$ cat src/rtl/elfv_pkg.sv
// Shared types and constants for the ELF64 image validator.
// No dependencies; imported by every module under rtl/.
package elfv_pkg;

  localparam int unsigned PAGE_BYTES  = 4096;
  localparam int unsigned QUEUE_DEPTH = 2;
  localparam int unsigned QPTR_W      = $clog2(QUEUE_DEPTH);
  localparam int unsigned QCNT_W      = $clog2(QUEUE_DEPTH + 1);

  localparam logic [63:0] PAGE_MASK   = 64'(PAGE_BYTES - 1);
  localparam logic [63:0] HDR_BYTES   = 64'd64;
  localparam logic [21:0] ENT_BYTES   = 22'd56;
  localparam logic [15:0] ENT_SIZE    = 16'd56;
  localparam logic [31:0] ELF_MAGIC   = 32'h464C457F;
  localparam logic [7:0]  CLASS_64    = 8'd2;
  localparam logic [7:0]  DATA_LSB    = 8'd1;
  localparam logic [15:0] MACH_AARCH64 = 16'd183;
  localparam logic [31:0] TYPE_EXEC   = 32'd2;
  localparam logic [31:0] SEG_LOAD    = 32'd1;

  localparam logic ACT_HEADER  = 1'b0;
  localparam logic ACT_SEGMENT = 1'b1;

  typedef enum logic [3:0] {
    ST_OK         = 4'd0,
    ST_NOT_ELF    = 4'd1,
    ST_CLASS      = 4'd2,
    ST_NOT_EXEC   = 4'd3,
    ST_BAD_TABLE  = 4'd4,
    ST_SEG_BOUNDS = 4'd5,
    ST_OFFSETS    = 4'd6,
    ST_NO_LOAD    = 4'd7,
    ST_UNALIGNED  = 4'd8,
    ST_ENTRY      = 4'd9
  } elfv_status_t;

  typedef struct packed {
    logic        action;
    logic [47:0] ident_bytes;
    logic [31:0] kind_code;
    logic [15:0] machine_code;
    logic [15:0] table_entry_size;
    logic [15:0] table_entry_count;
    logic [63:0] offset_value;
    logic [63:0] address_value;
    logic [63:0] phys_address;
    logic [63:0] file_length;
    logic [63:0] mem_length;
  } elfv_req_t;

  typedef struct packed {
    logic [3:0]  status;
    logic        done_res;
    logic [15:0] bad_segment;
    logic [63:0] virt_base;
    logic [63:0] virt_end;
    logic [63:0] phys_base;
    logic [63:0] entry_point;
  } elfv_res_t;

  // classified request handed from front to back
  typedef struct packed {
    logic         is_header;
    elfv_status_t hdr_status;
    logic [15:0]  count;
    logic [63:0]  addr;
    logic [63:0]  phys;
    logic         seg_load;
    logic         seg_bad;
    logic [63:0]  seg_end;
    logic [63:0]  seg_delta;
  } elfv_work_t;

  function automatic logic [63:0] page_round_up(input logic [63:0] v);
    page_round_up = (v + PAGE_MASK) & ~PAGE_MASK;
  endfunction

endpackage

$ cat src/rtl/elfv_front.sv
// Front end: holds image_size and classifies each request.
// Depends on elfv_pkg.
module elfv_front (
  input  logic                clk,
  input  logic                rst,
  input  logic                cfg_wr_en,
  input  logic [63:0]         cfg_wr_data,
  input  elfv_pkg::elfv_req_t req,
  output elfv_pkg::elfv_work_t work
);
  import elfv_pkg::*;

  logic [63:0] image_size;
  logic [63:0] room;
  logic [21:0] tbl_bytes;
  logic [64:0] end_sum;
  logic        past_image;

  always_ff @(posedge clk) begin
    if (rst) begin
      image_size <= '0;
    end else if (cfg_wr_en) begin
      image_size <= cfg_wr_data;
    end
  end

  assign room       = image_size - req.offset_value;
  assign past_image = req.offset_value > image_size;
  assign tbl_bytes  = 22'(req.table_entry_count) * ENT_BYTES;
  assign end_sum    = {1'b0, req.address_value} + {1'b0, req.mem_length};

  always_comb begin
    work.is_header = (req.action == ACT_HEADER);
    if (image_size < HDR_BYTES || req.ident_bytes[31:0] != ELF_MAGIC) begin
      work.hdr_status = ST_NOT_ELF;
    end else if (req.ident_bytes[39:32] != CLASS_64 || req.ident_bytes[47:40] != DATA_LSB ||
                 req.machine_code != MACH_AARCH64) begin
      work.hdr_status = ST_CLASS;
    end else if (req.kind_code != TYPE_EXEC) begin
      work.hdr_status = ST_NOT_EXEC;
    end else if (req.table_entry_size != ENT_SIZE || past_image ||
                 room < {42'd0, tbl_bytes}) begin
      work.hdr_status = ST_BAD_TABLE;
    end else begin
      work.hdr_status = ST_OK;
    end
    work.count     = req.table_entry_count;
    work.addr      = req.address_value;
    work.phys      = req.phys_address;
    work.seg_load  = (req.kind_code == SEG_LOAD) && (req.mem_length != '0);
    work.seg_bad   = past_image || (req.file_length > room) ||
                     (req.file_length > req.mem_length) || end_sum[64];
    work.seg_end   = end_sum[63:0];
    work.seg_delta = req.address_value - req.phys_address;
  end

endmodule

$ cat src/rtl/elfv_queue.sv
// Short FIFO of classified requests between front and back.
// Depends on elfv_pkg.
module elfv_queue (
  input  logic                 clk,
  input  logic                 rst,
  input  logic                 push,
  input  elfv_pkg::elfv_work_t push_data,
  output logic                 full,
  input  logic                 pop,
  output logic                 not_empty,
  output elfv_pkg::elfv_work_t pop_data
);
  import elfv_pkg::*;

  elfv_work_t        slots [QUEUE_DEPTH];
  logic [QPTR_W-1:0] wr_ptr;
  logic [QPTR_W-1:0] rd_ptr;
  logic [QCNT_W-1:0] count;

  assign full      = (count == QCNT_W'(QUEUE_DEPTH));
  assign not_empty = (count != '0);
  assign pop_data  = slots[rd_ptr];

  always_ff @(posedge clk) begin
    if (push) begin
      slots[wr_ptr] <= push_data;
    end
  end

  always_ff @(posedge clk) begin
    if (rst) begin
      wr_ptr <= '0;
      rd_ptr <= '0;
      count  <= '0;
    end else begin
      if (push) begin
        wr_ptr <= (wr_ptr == QPTR_W'(QUEUE_DEPTH - 1)) ? '0 : wr_ptr + 1'b1;
      end
      if (pop) begin
        rd_ptr <= (rd_ptr == QPTR_W'(QUEUE_DEPTH - 1)) ? '0 : rd_ptr + 1'b1;
      end
      count <= count + QCNT_W'(push) - QCNT_W'(pop);
    end
  end

endmodule

$ cat src/rtl/elfv_back.sv
// Back end: run state, segment accounting, final checks, result register.
// Depends on elfv_pkg.
module elfv_back (
  input  logic                 clk,
  input  logic                 rst,
  input  logic                 q_valid,
  input  elfv_pkg::elfv_work_t w,
  output logic                 pop,
  output logic                 out_valid,
  input  logic                 out_stall,
  output elfv_pkg::elfv_res_t  out_res
);
  import elfv_pkg::*;

  logic [15:0]  entries_left, entries_left_next;
  logic [15:0]  entry_index, entry_index_next;
  logic [63:0]  low_virt, low_virt_next;
  logic [63:0]  low_phys, low_phys_next;
  logic [63:0]  low_delta, low_delta_next;
  logic [63:0]  high_virt, high_virt_next;
  logic [63:0]  saved_entry, saved_entry_next;
  logic         load_seen, load_seen_next;
  logic         finished, finished_next;
  elfv_status_t verdict, verdict_next;
  logic [15:0]  fault_index, fault_index_next;
  logic         do_finish;
  logic [63:0]  vend;

  assign pop = q_valid && (!out_valid || !out_stall);

  always_comb begin
    entries_left_next = entries_left;
    entry_index_next  = entry_index;
    low_virt_next     = low_virt;
    low_phys_next     = low_phys;
    low_delta_next    = low_delta;
    high_virt_next    = high_virt;
    saved_entry_next  = saved_entry;
    load_seen_next    = load_seen;
    finished_next     = finished;
    verdict_next      = verdict;
    fault_index_next  = fault_index;
    do_finish         = 1'b0;

    if (w.is_header) begin
      entries_left_next = '0;
      entry_index_next  = '0;
      low_virt_next     = '1;
      low_phys_next     = '0;
      high_virt_next    = '0;
      saved_entry_next  = w.addr;
      load_seen_next    = 1'b0;
      finished_next     = 1'b0;
      verdict_next      = ST_OK;
      fault_index_next  = '0;
      if (w.hdr_status != ST_OK) begin
        finished_next = 1'b1;
        verdict_next  = w.hdr_status;
      end else begin
        entries_left_next = w.count;
        do_finish         = (w.count == '0);
      end
    end else if (!finished) begin
      if (entries_left == '0) begin
        finished_next    = 1'b1;
        verdict_next     = ST_BAD_TABLE;
        fault_index_next = '0;
      end else if (w.seg_load && w.seg_bad) begin
        finished_next    = 1'b1;
        verdict_next     = ST_SEG_BOUNDS;
        fault_index_next = entry_index;
      end else if (w.seg_load && load_seen && w.seg_delta != low_delta) begin
        finished_next    = 1'b1;
        verdict_next     = ST_OFFSETS;
        fault_index_next = entry_index;
      end else begin
        if (w.seg_load) begin
          if (!load_seen || w.addr < low_virt) begin
            low_virt_next  = w.addr;
            low_phys_next  = w.phys;
            low_delta_next = w.seg_delta;
          end
          load_seen_next = 1'b1;
          if (w.seg_end > high_virt) begin
            high_virt_next = w.seg_end;
          end
        end
        entry_index_next  = entry_index + 16'd1;
        entries_left_next = entries_left - 16'd1;
        do_finish         = (entries_left == 16'd1);
      end
    end

    vend = page_round_up(high_virt_next);

    if (do_finish) begin
      finished_next = 1'b1;
      if (!load_seen_next) begin
        verdict_next = ST_NO_LOAD;
      end else if ((low_virt_next & PAGE_MASK) != '0 || (low_phys_next & PAGE_MASK) != '0) begin
        verdict_next = ST_UNALIGNED;
      end else if (saved_entry_next < low_virt_next || saved_entry_next >= vend) begin
        verdict_next = ST_ENTRY;
      end
    end
  end

  always_ff @(posedge clk) begin
    if (rst) begin
      entries_left <= '0;
      entry_index  <= '0;
      low_virt     <= '1;
      low_phys     <= '0;
      high_virt    <= '0;
      saved_entry  <= '0;
      load_seen    <= 1'b0;
      finished     <= 1'b0;
      verdict      <= ST_OK;
      fault_index  <= '0;
      out_valid    <= 1'b0;
    end else begin
      if (pop) begin
        entries_left <= entries_left_next;
        entry_index  <= entry_index_next;
        low_virt     <= low_virt_next;
        low_phys     <= low_phys_next;
        high_virt    <= high_virt_next;
        saved_entry  <= saved_entry_next;
        load_seen    <= load_seen_next;
        finished     <= finished_next;
        verdict      <= verdict_next;
        fault_index  <= fault_index_next;
      end
      out_valid <= pop || (out_valid && out_stall);
    end
  end

  always_ff @(posedge clk) begin
    if (pop) begin
      low_delta           <= low_delta_next;
      out_res.status      <= 4'(verdict_next);
      out_res.done_res    <= finished_next;
      out_res.bad_segment <= fault_index_next;
      out_res.virt_base   <= load_seen_next ? low_virt_next : '0;
      out_res.virt_end    <= vend;
      out_res.phys_base   <= load_seen_next ? low_phys_next : '0;
      out_res.entry_point <= saved_entry_next;
    end
  end

  a_fault_only_seg: assert property (@(posedge clk) disable iff (rst)
    (fault_index != '0) |-> (verdict == ST_SEG_BOUNDS || verdict == ST_OFFSETS))
    else $error("bad segment index without a segment error");

  a_verdict_done: assert property (@(posedge clk) disable iff (rst)
    (verdict != ST_OK) |-> finished)
    else $error("error status while run still open");

  a_high_needs_load: assert property (@(posedge clk) disable iff (rst)
    !load_seen |-> (high_virt == '0))
    else $error("segment end recorded without a loadable segment");

  a_finished_holds: assert property (@(posedge clk) disable iff (rst)
    (pop && finished && !w.is_header) |=> (finished && $stable(verdict)))
    else $error("finished run changed by a segment request");

endmodule

$ cat src/rtl/elf64_image_validator.sv
// Top level of the ELF64 image validator: front, queue and back.
// Depends on elfv_pkg, elfv_front, elfv_queue, elfv_back.
//
//   channel | signals                     | direction
//   cfg     | cfg_wr_en, cfg_wr_data      | in, write image_size
//   in      | in_valid, in_stall, in_req  | requests in, stall out
//   out     | out_valid, out_stall, out_res | results out, stall in
//
// One request per cycle sustained unless in_stall or out_stall holds it; the queue is
// written at the accept edge; back-end state, out_valid and result register on the pop.
// in_stall rises only when the queue is full; the output register holds while out_valid and out_stall.
// Reset is synchronous on rst and clears image_size and the run state other than low_delta.
module elf64_image_validator (
  input  logic                clk,
  input  logic                rst,
  input  logic                cfg_wr_en,
  input  logic [63:0]         cfg_wr_data,
  input  logic                in_valid,
  output logic                in_stall,
  input  elfv_pkg::elfv_req_t in_req,
  output logic                out_valid,
  input  logic                out_stall,
  output elfv_pkg::elfv_res_t out_res
);
  import elfv_pkg::*;

  elfv_work_t front_work;
  elfv_work_t q_data;
  logic       q_full;
  logic       q_valid;
  logic       q_pop;

  assign in_stall = q_full;

  elfv_front u_front (
    .clk         (clk),
    .rst         (rst),
    .cfg_wr_en   (cfg_wr_en),
    .cfg_wr_data (cfg_wr_data),
    .req         (in_req),
    .work        (front_work)
  );

  elfv_queue u_queue (
    .clk       (clk),
    .rst       (rst),
    .push      (in_valid && !q_full),
    .push_data (front_work),
    .full      (q_full),
    .pop       (q_pop),
    .not_empty (q_valid),
    .pop_data  (q_data)
  );

  elfv_back u_back (
    .clk       (clk),
    .rst       (rst),
    .q_valid   (q_valid),
    .w         (q_data),
    .pop       (q_pop),
    .out_valid (out_valid),
    .out_stall (out_stall),
    .out_res   (out_res)
  );

endmodule
$ cat config.mk
export PLATFORM = sky130hd
export DESIGN_NAME = elf64_image_validator
export DESIGN_NICKNAME = d
export VERILOG_FILES = /design/src/rtl/elfv_pkg.sv /design/src/rtl/elfv_front.sv /design/src/rtl/elfv_queue.sv /design/src/rtl/elfv_back.sv /design/src/rtl/elf64_image_validator.sv
export SDC_FILE = /design/constraint.sdc
export NUM_CORES = 2
export LEC_CHECK = 0
export ABC_AREA = 1
export BUFFER_PORTS_ARGS = -buffer_cell sky130_fd_sc_hd__buf_2
export CORE_MARGIN = 3
export CORE_UTILIZATION = 54
export DETAILED_ROUTE_END_ITERATION = 10
export HOLD_SLACK_MARGIN = 0.03
export PLACE_DENSITY = 0.79
export SYNTH_ARGS = -nofsm -noshare
export SYNTH_HDL_FRONTEND = slang
export SYNTH_SLANG_ARGS = --single-unit
$ cat constraint.sdc
create_clock -name clk -period 13 [get_ports clk]
set_input_delay 0.65 -clock clk [delete_from_list [all_inputs] [get_ports clk]]
set_output_delay 0.65 -clock clk [all_outputs]
set_load 0.005 [all_outputs]
After elaboration in Yosys (flattened, before gate mapping)
Memory sizes are Yosys's and may differ from the RTL's. A register that Yosys moved wholly into a read port is not among the register bits. Cells that the tools add are included.

Equality and inequality tests: 14. Order comparisons: 9. Multiplexer cells: 77. Add/subtract/negate cells: 10. Multiply operators: 1. Bitwise logic cells: 6. Reductions and logical operators: 33.

Operator list (count): 64-bit 2-to-1 mux (22); 64-bit greater-than comparator (4); 16-bit 2-to-1 mux (16); 64-bit nonzero test (3); 64-bit less-than comparator (2); 64-bit subtractor (2); 64-bit by 64-bit adder with 65-bit output (1); 64-bit by 12-bit adder with 64-bit output (second input constant) (1); 64-bit greater-or-equal comparator (1); 64-bit by 22-bit less-than comparator with 1-bit output (1); 64-bit by 7-bit less-than comparator with 1-bit output (second input constant) (1); 64-bit inequality test (1); 4-bit 2-to-1 mux (13); 32-bit by 1-bit == test with 1-bit output (second input constant) (1); 16-bit logical NOT (2); 32-bit by 2-bit inequality test with 1-bit output (second input constant) (1); 32-bit by 31-bit inequality test with 1-bit output (second input constant) (1); 1-bit 2-to-1 mux (25); 16-bit by 3-bit multiplier with 19-bit output (second input constant) (1); 16-bit by 1-bit adder with 16-bit output (second input constant) (1); 16-bit by 1-bit == test with 1-bit output (second input constant) (1); 16-bit by 6-bit inequality test with 1-bit output (second input constant) (1); 16-bit by 8-bit inequality test with 1-bit output (second input constant) (1); 16-bit by 1-bit subtractor with 16-bit output (second input constant) (1); other kinds (16) (46).

RAM bits: 558. Memories: 1. Output and inout bits: 279. Register bits: 708.

Memories: u_queue.slots (depth 2, width 279, rd ports 1, clocked after memory_dff 1, write ports 1, RTL line elfv_queue.sv:15) `elfv_work_t slots [QUEUE_DEPTH];`.

Longest topological paths before layout
Depth after elaboration: 15. Gate-level depth with buffers: 51. Mapped depth without buffers: 44.

Hierarchy
Synthesis repeated with hierarchy kept, for this count alone.

Cell total of the unflattened synthesis: 8973. Area total of the unflattened synthesis: 78368.9 µm².

Modules (own cells, without submodules): elfv_back (area an instance 34172.8 µm², sequential area each 16105.4 µm², times used 1, cells each 4035); elfv_front (area an instance 23002.1 µm², sequential area each 1281.2 µm², times used 1, cells each 4037); elfv_queue (area an instance 21184.1 µm², sequential area each 16856.2 µm², times used 1, cells each 899); elf64_image_validator (area an instance 10.0 µm², sequential area each 0.0 µm², times used 1, cells each 2).

Worst setup path before layout
Ideal clock, no wire load.

Path type: input -> register. Start: input port in_valid. End: memory u_queue.slots[0][0] (netlist name) (enable). Data arrival time: 12366 ps. Path buffers: 0. Data required time: 12076 ps. Path slack: -290 ps. Stages on the path: 2. Path through: o21ai_0 nor2_1.

Word-level cells in the longest chain between the ends: 3.

RTL lines: start, declared (RTL line elf64_image_validator.sv:18) `input logic in_valid,`; 1-bit logical AND (RTL line elf64_image_validator.sv:47) `.push (in_valid && !q_full),`; 1-bit 2-to-1 mux (RTL line elfv_queue.sv:25) `if (push) begin`; 1-bit 2-to-1 mux (implied by the code) (RTL line elfv_queue.sv:26) `slots[wr_ptr] <= push_data;`; end, declared (RTL line elfv_queue.sv:15).

No other way between the ends.

==> implementation parameters <==
Parameter                              Value

Synthesis
  Register area share after synthesis    46.3%
  Count of state elements after synthesis    1265
  Most frequent cell after synthesis    nand2_1
  Share of the synthesized area in the top cell type    36.0%
  Share of flip-flops with an asynchronous set or reset after synthesis    0%
  Largest cells by area after synthesis    edfxtp_1 36%, dfxtp_1 10%, ha_1 10%, nand2_1 7.2%, inv_1 5.9%
  EDFF count, synth    approximately 890
  Commonest register cell after synthesis    edfxtp_1
  Netlist cell types    71
  Cell Area, Synth    0.0738 mm²
  Yosys synthesis warning count    0
  Top post-synthesis cells by count    1417 x nand2_1, 1162 x inv_1, 1011 x nor2_1, 885 x edfxtp_1, 780 x a21oi_1
  Gate count of the mapped netlist    8624
  Mean area per synthesized cell    ~8.6 µm²
  Cell type with the highest aggregate area in the netlist    edfxtp_1

Clocking
  Clock root buffer    clkbuf_16
  Max H-tree Level    4
  Maximum count of clock buffers along a single path    3
  Num Clock Sinks    1265
  Clock latency at the later pin of the worst-skew pair    0.81 ns
  CTS tree    yes
  Number of gates resized after cts    0
  Total CTS buffers    136
  CTS clock-pin slew for the worst setup and hold paths    approximately 0.06 ns

Job
  # Max-Cap Violations    0

Worst setup path
  Gate family responsible for the most delay along the worst path    compound AO/OA/AOI/OAI gates
  Most Frequent Cell on Critical Path    nand2_1
  Data arrival time of the critical path    roughly 11 ns
  Kind of critical path    reg -> reg
  Worst setup EP type    register
  Cells on worst reg2reg path    38
  R2r endpoint    u_back.out_res[273]$_DFFE_PP_
  Max stage delay cell, worst path    dfxtp_4
  Category of the worst setup path launch point    register
  Combined buffer and inverter count along the critical path    7
  Required time of the critical path    13.55 ns
  Count of cell instances traversed by the critical path    38
  Slack of the worst reg-to-reg path    3.00 ns
  Crit-path max FO    124
  Crit path to    u_back.out_res[273]$_DFFE_PP_
  Largest stage delay on the critical path    0.85 ns

Global routing
  Overflow left after global routing    0
  Global router's overall resource usage    between 30 and 40%
  Pin count of the biggest net entering global routing    about 160
  First-pass GRT wire length    385000 µm
  Number of global-route vias before repair    approximately 62000
  Initial antenna violation count    74

Placed design
  Placer congestion estimate    1.04
  Placed wire-length estimate after detailed placement    a little over 200000 µm
  Quantity of I/O buffers inserted on ports    784
  Number of cells after detailed placement    11000

Timing
  Hold Fails Final Rpt    0
  Time the final worst path needs with I/O delays and setup    roughly 10 ns
  Relative slew slack    under 10%
  Max Clock Skew    0.0475 ns
  Unrepaired setup endpoints after global routing    no
  Final-layout worst hold slack    0.0651 ns
  Maximum clock frequency    roughly 100 MHz
  Max Transition Viols Final    0
  Number of failing setup endpoints in the final timing report    0
  Period utilisation layout    76.9%
  Tightest Pin Transition    1.45 ns

Floorplan
  Standard cell core area    around 0.14 mm²
  Initial cell density of the core    54.4%
  Die Span Y    376 µm
  Die Area    0.141 mm²
  I/O pin count    797
  Chip Width    roughly 380 µm
  Site Rows    about 140

Pwr
  Maximum vdd drop    0.174 mV
  Overall power after layout    18700 µW
  Power density relative to cell area    221 mW/mm²
  Leakage component of the power    0.0377 µW

Detailed routing
  Top Layer Used    met5
  Number of design rule violations left after detail routing    0
  Post-route ant nets    0
  1st-pass router iterations    6
  Final routed wirelength across all metal layers    267000 µm
  Met1 layer wirelength in the final routing    99200 µm
  Met3 routed wirelength    28800 µm
  Met2 wirelength from detailed routing    between 100000 and 150000 µm
  Vias    66100
  Mean number of vias per cell    ~5.8
  Count of routing violations after the opening detailed-route iteration    7852
  Avg WL per Cell    23.6 µm

Finish
  Fraction of final layout cells sized beyond drive strength 1    12.7%
  Number of fill cells in the layout    11500
  Non-filler instance count after layout    11300
  Layout net count    between 10000 and 15000
  Layout-stage area growth over the synthesis result    14.5%

Hold path
  Type of the most critical hold path    in -> reg

Outcome
  Outcome    complete, no violations
[report_power, final]
part           switching (µW)  total, µW  internal [µW]
clock network            1750       4170           2420
logic                    5590       8050           2460
registers                 588       6450           5860
[kinds of logic after synthesis]
| logic type | synth area share [%] |
|---|---|
| XOR/XNOR | 2.81 |
| buffers and inverters | 7.92 |
| AND/OR/NAND/NOR | 16.8 |
| adder cells (fa/ha/maj) | 10.7 |
| flip-flops | 46.3 |
| AO/OA/AOI/OAI | 14.3 |
| other | 0.00508 |
| multiplexers | 1.04 |
[flip-flops by register name, indices dropped and copies added (netlist names), named ones only]
name and flops:
u_back.saved_entry 64, u_back.out_valid 1, u_queue.rd_ptr 1, u_back.finished 1, u_queue.count 2, u_queue.slots 556, u_front.image_size 64, u_back.verdict 4
u_queue.wr_ptr 1, u_back.low_delta 64, u_back.low_virt 64, u_back.entry_index 16, u_back.low_phys 64, u_back.fault_index 16, u_back.high_virt 64, u_back.out_res 265
u_back.load_seen 1, u_back.entries_left 16
[how the worst min path moves through the flow]
stage	start	end	slack (ns)	cells past startpoint
final	in_req[138]	u_queue.slots[1][140]$_DFFE_PP_	0.07	1
after global placement	u_queue.rd_ptr$_SDFFE_PP0P_	register	0.42	1
after global routing	in_req[135]	u_queue.slots[0][137]$_DFFE_PP_	0.04	1
after floorplan	u_queue.rd_ptr$_SDFFE_PP0P_	register	0.43	1
after detailed placement	u_queue.rd_ptr$_SDFFE_PP0P_	register	0.45	1
after CTS	cfg_wr_data[20]	u_front.image_size[20]$_SDFFE_PP0P_	0.03	3
[layout by cell type, fill, tap and decap left out, types with 78 or more instances in the layout]
| master | count |
|---|---|
| nand2_1 | 1415 |
| inv_1 | 1160 |
| nor2_1 | 1008 |
| edfxtp_1 | 885 |
| buf_2 | 783 |
| a21oi_1 | 780 |
| o21ai_0 | 754 |
| ha_1 | 602 |
| dfxtp_1 | 379 |
| nand3_1 | 198 |
| xor2_1 | 160 |
| clkbuf_16 | 138 |
| nor3_1 | 100 |
| o211ai_1 | 93 |
| nand4_1 | 90 |
| a31oi_1 | 78 |
[per-layer routing]
layer | up-vias | track usage [%]
met2 | 3697 | 58.4
li1 | 30800 | -
met1 | 30800 | 44.7
met5 | - | 0
met4 | 42 | 21.1
met3 | 753 | 9.84
[final cells by class]
cell class | count | area, µm² | share of cell area [%]
Sequential cell | 1265 | 34200 | 40.4
Multi-Input combinational cell | 5867 | 33900 | 40.1
Timing Repair Buffer | 869 | 4690 | 5.55
Inverter | 1217 | 4590 | 5.43
Clock buffer | 170 | 3630 | 4.30
Tap cell | 1781 | 2230 | 2.64
Clock inverter | 84 | 1170 | 1.39
Antenna cell | 54 | 135 | 0.160
[per-stage QoR]
step	util [%]	setup slack [ns]	area, µm²	setup TNS (ns)
6_report	62.3	3.00	84500	0
5_1_grt	62.2	2.36	84400	0
4_1_cts	62.2	3.06	84400	0
3_5_place_dp	58.5	3.10	79300	0
3_3_place_gp	58.5	3.17	79300	0
2_1_floorplan	-	-0.290	73900	-161.37
[repair_timing]
| item | CTS | global route |
|---|---|---|
| hold endpoints to repair | 54 | 0 |
| setup buffers | 0 | 0 |
| hold buffers | 29 | 0 |
(Power assumes the default switching activity.)
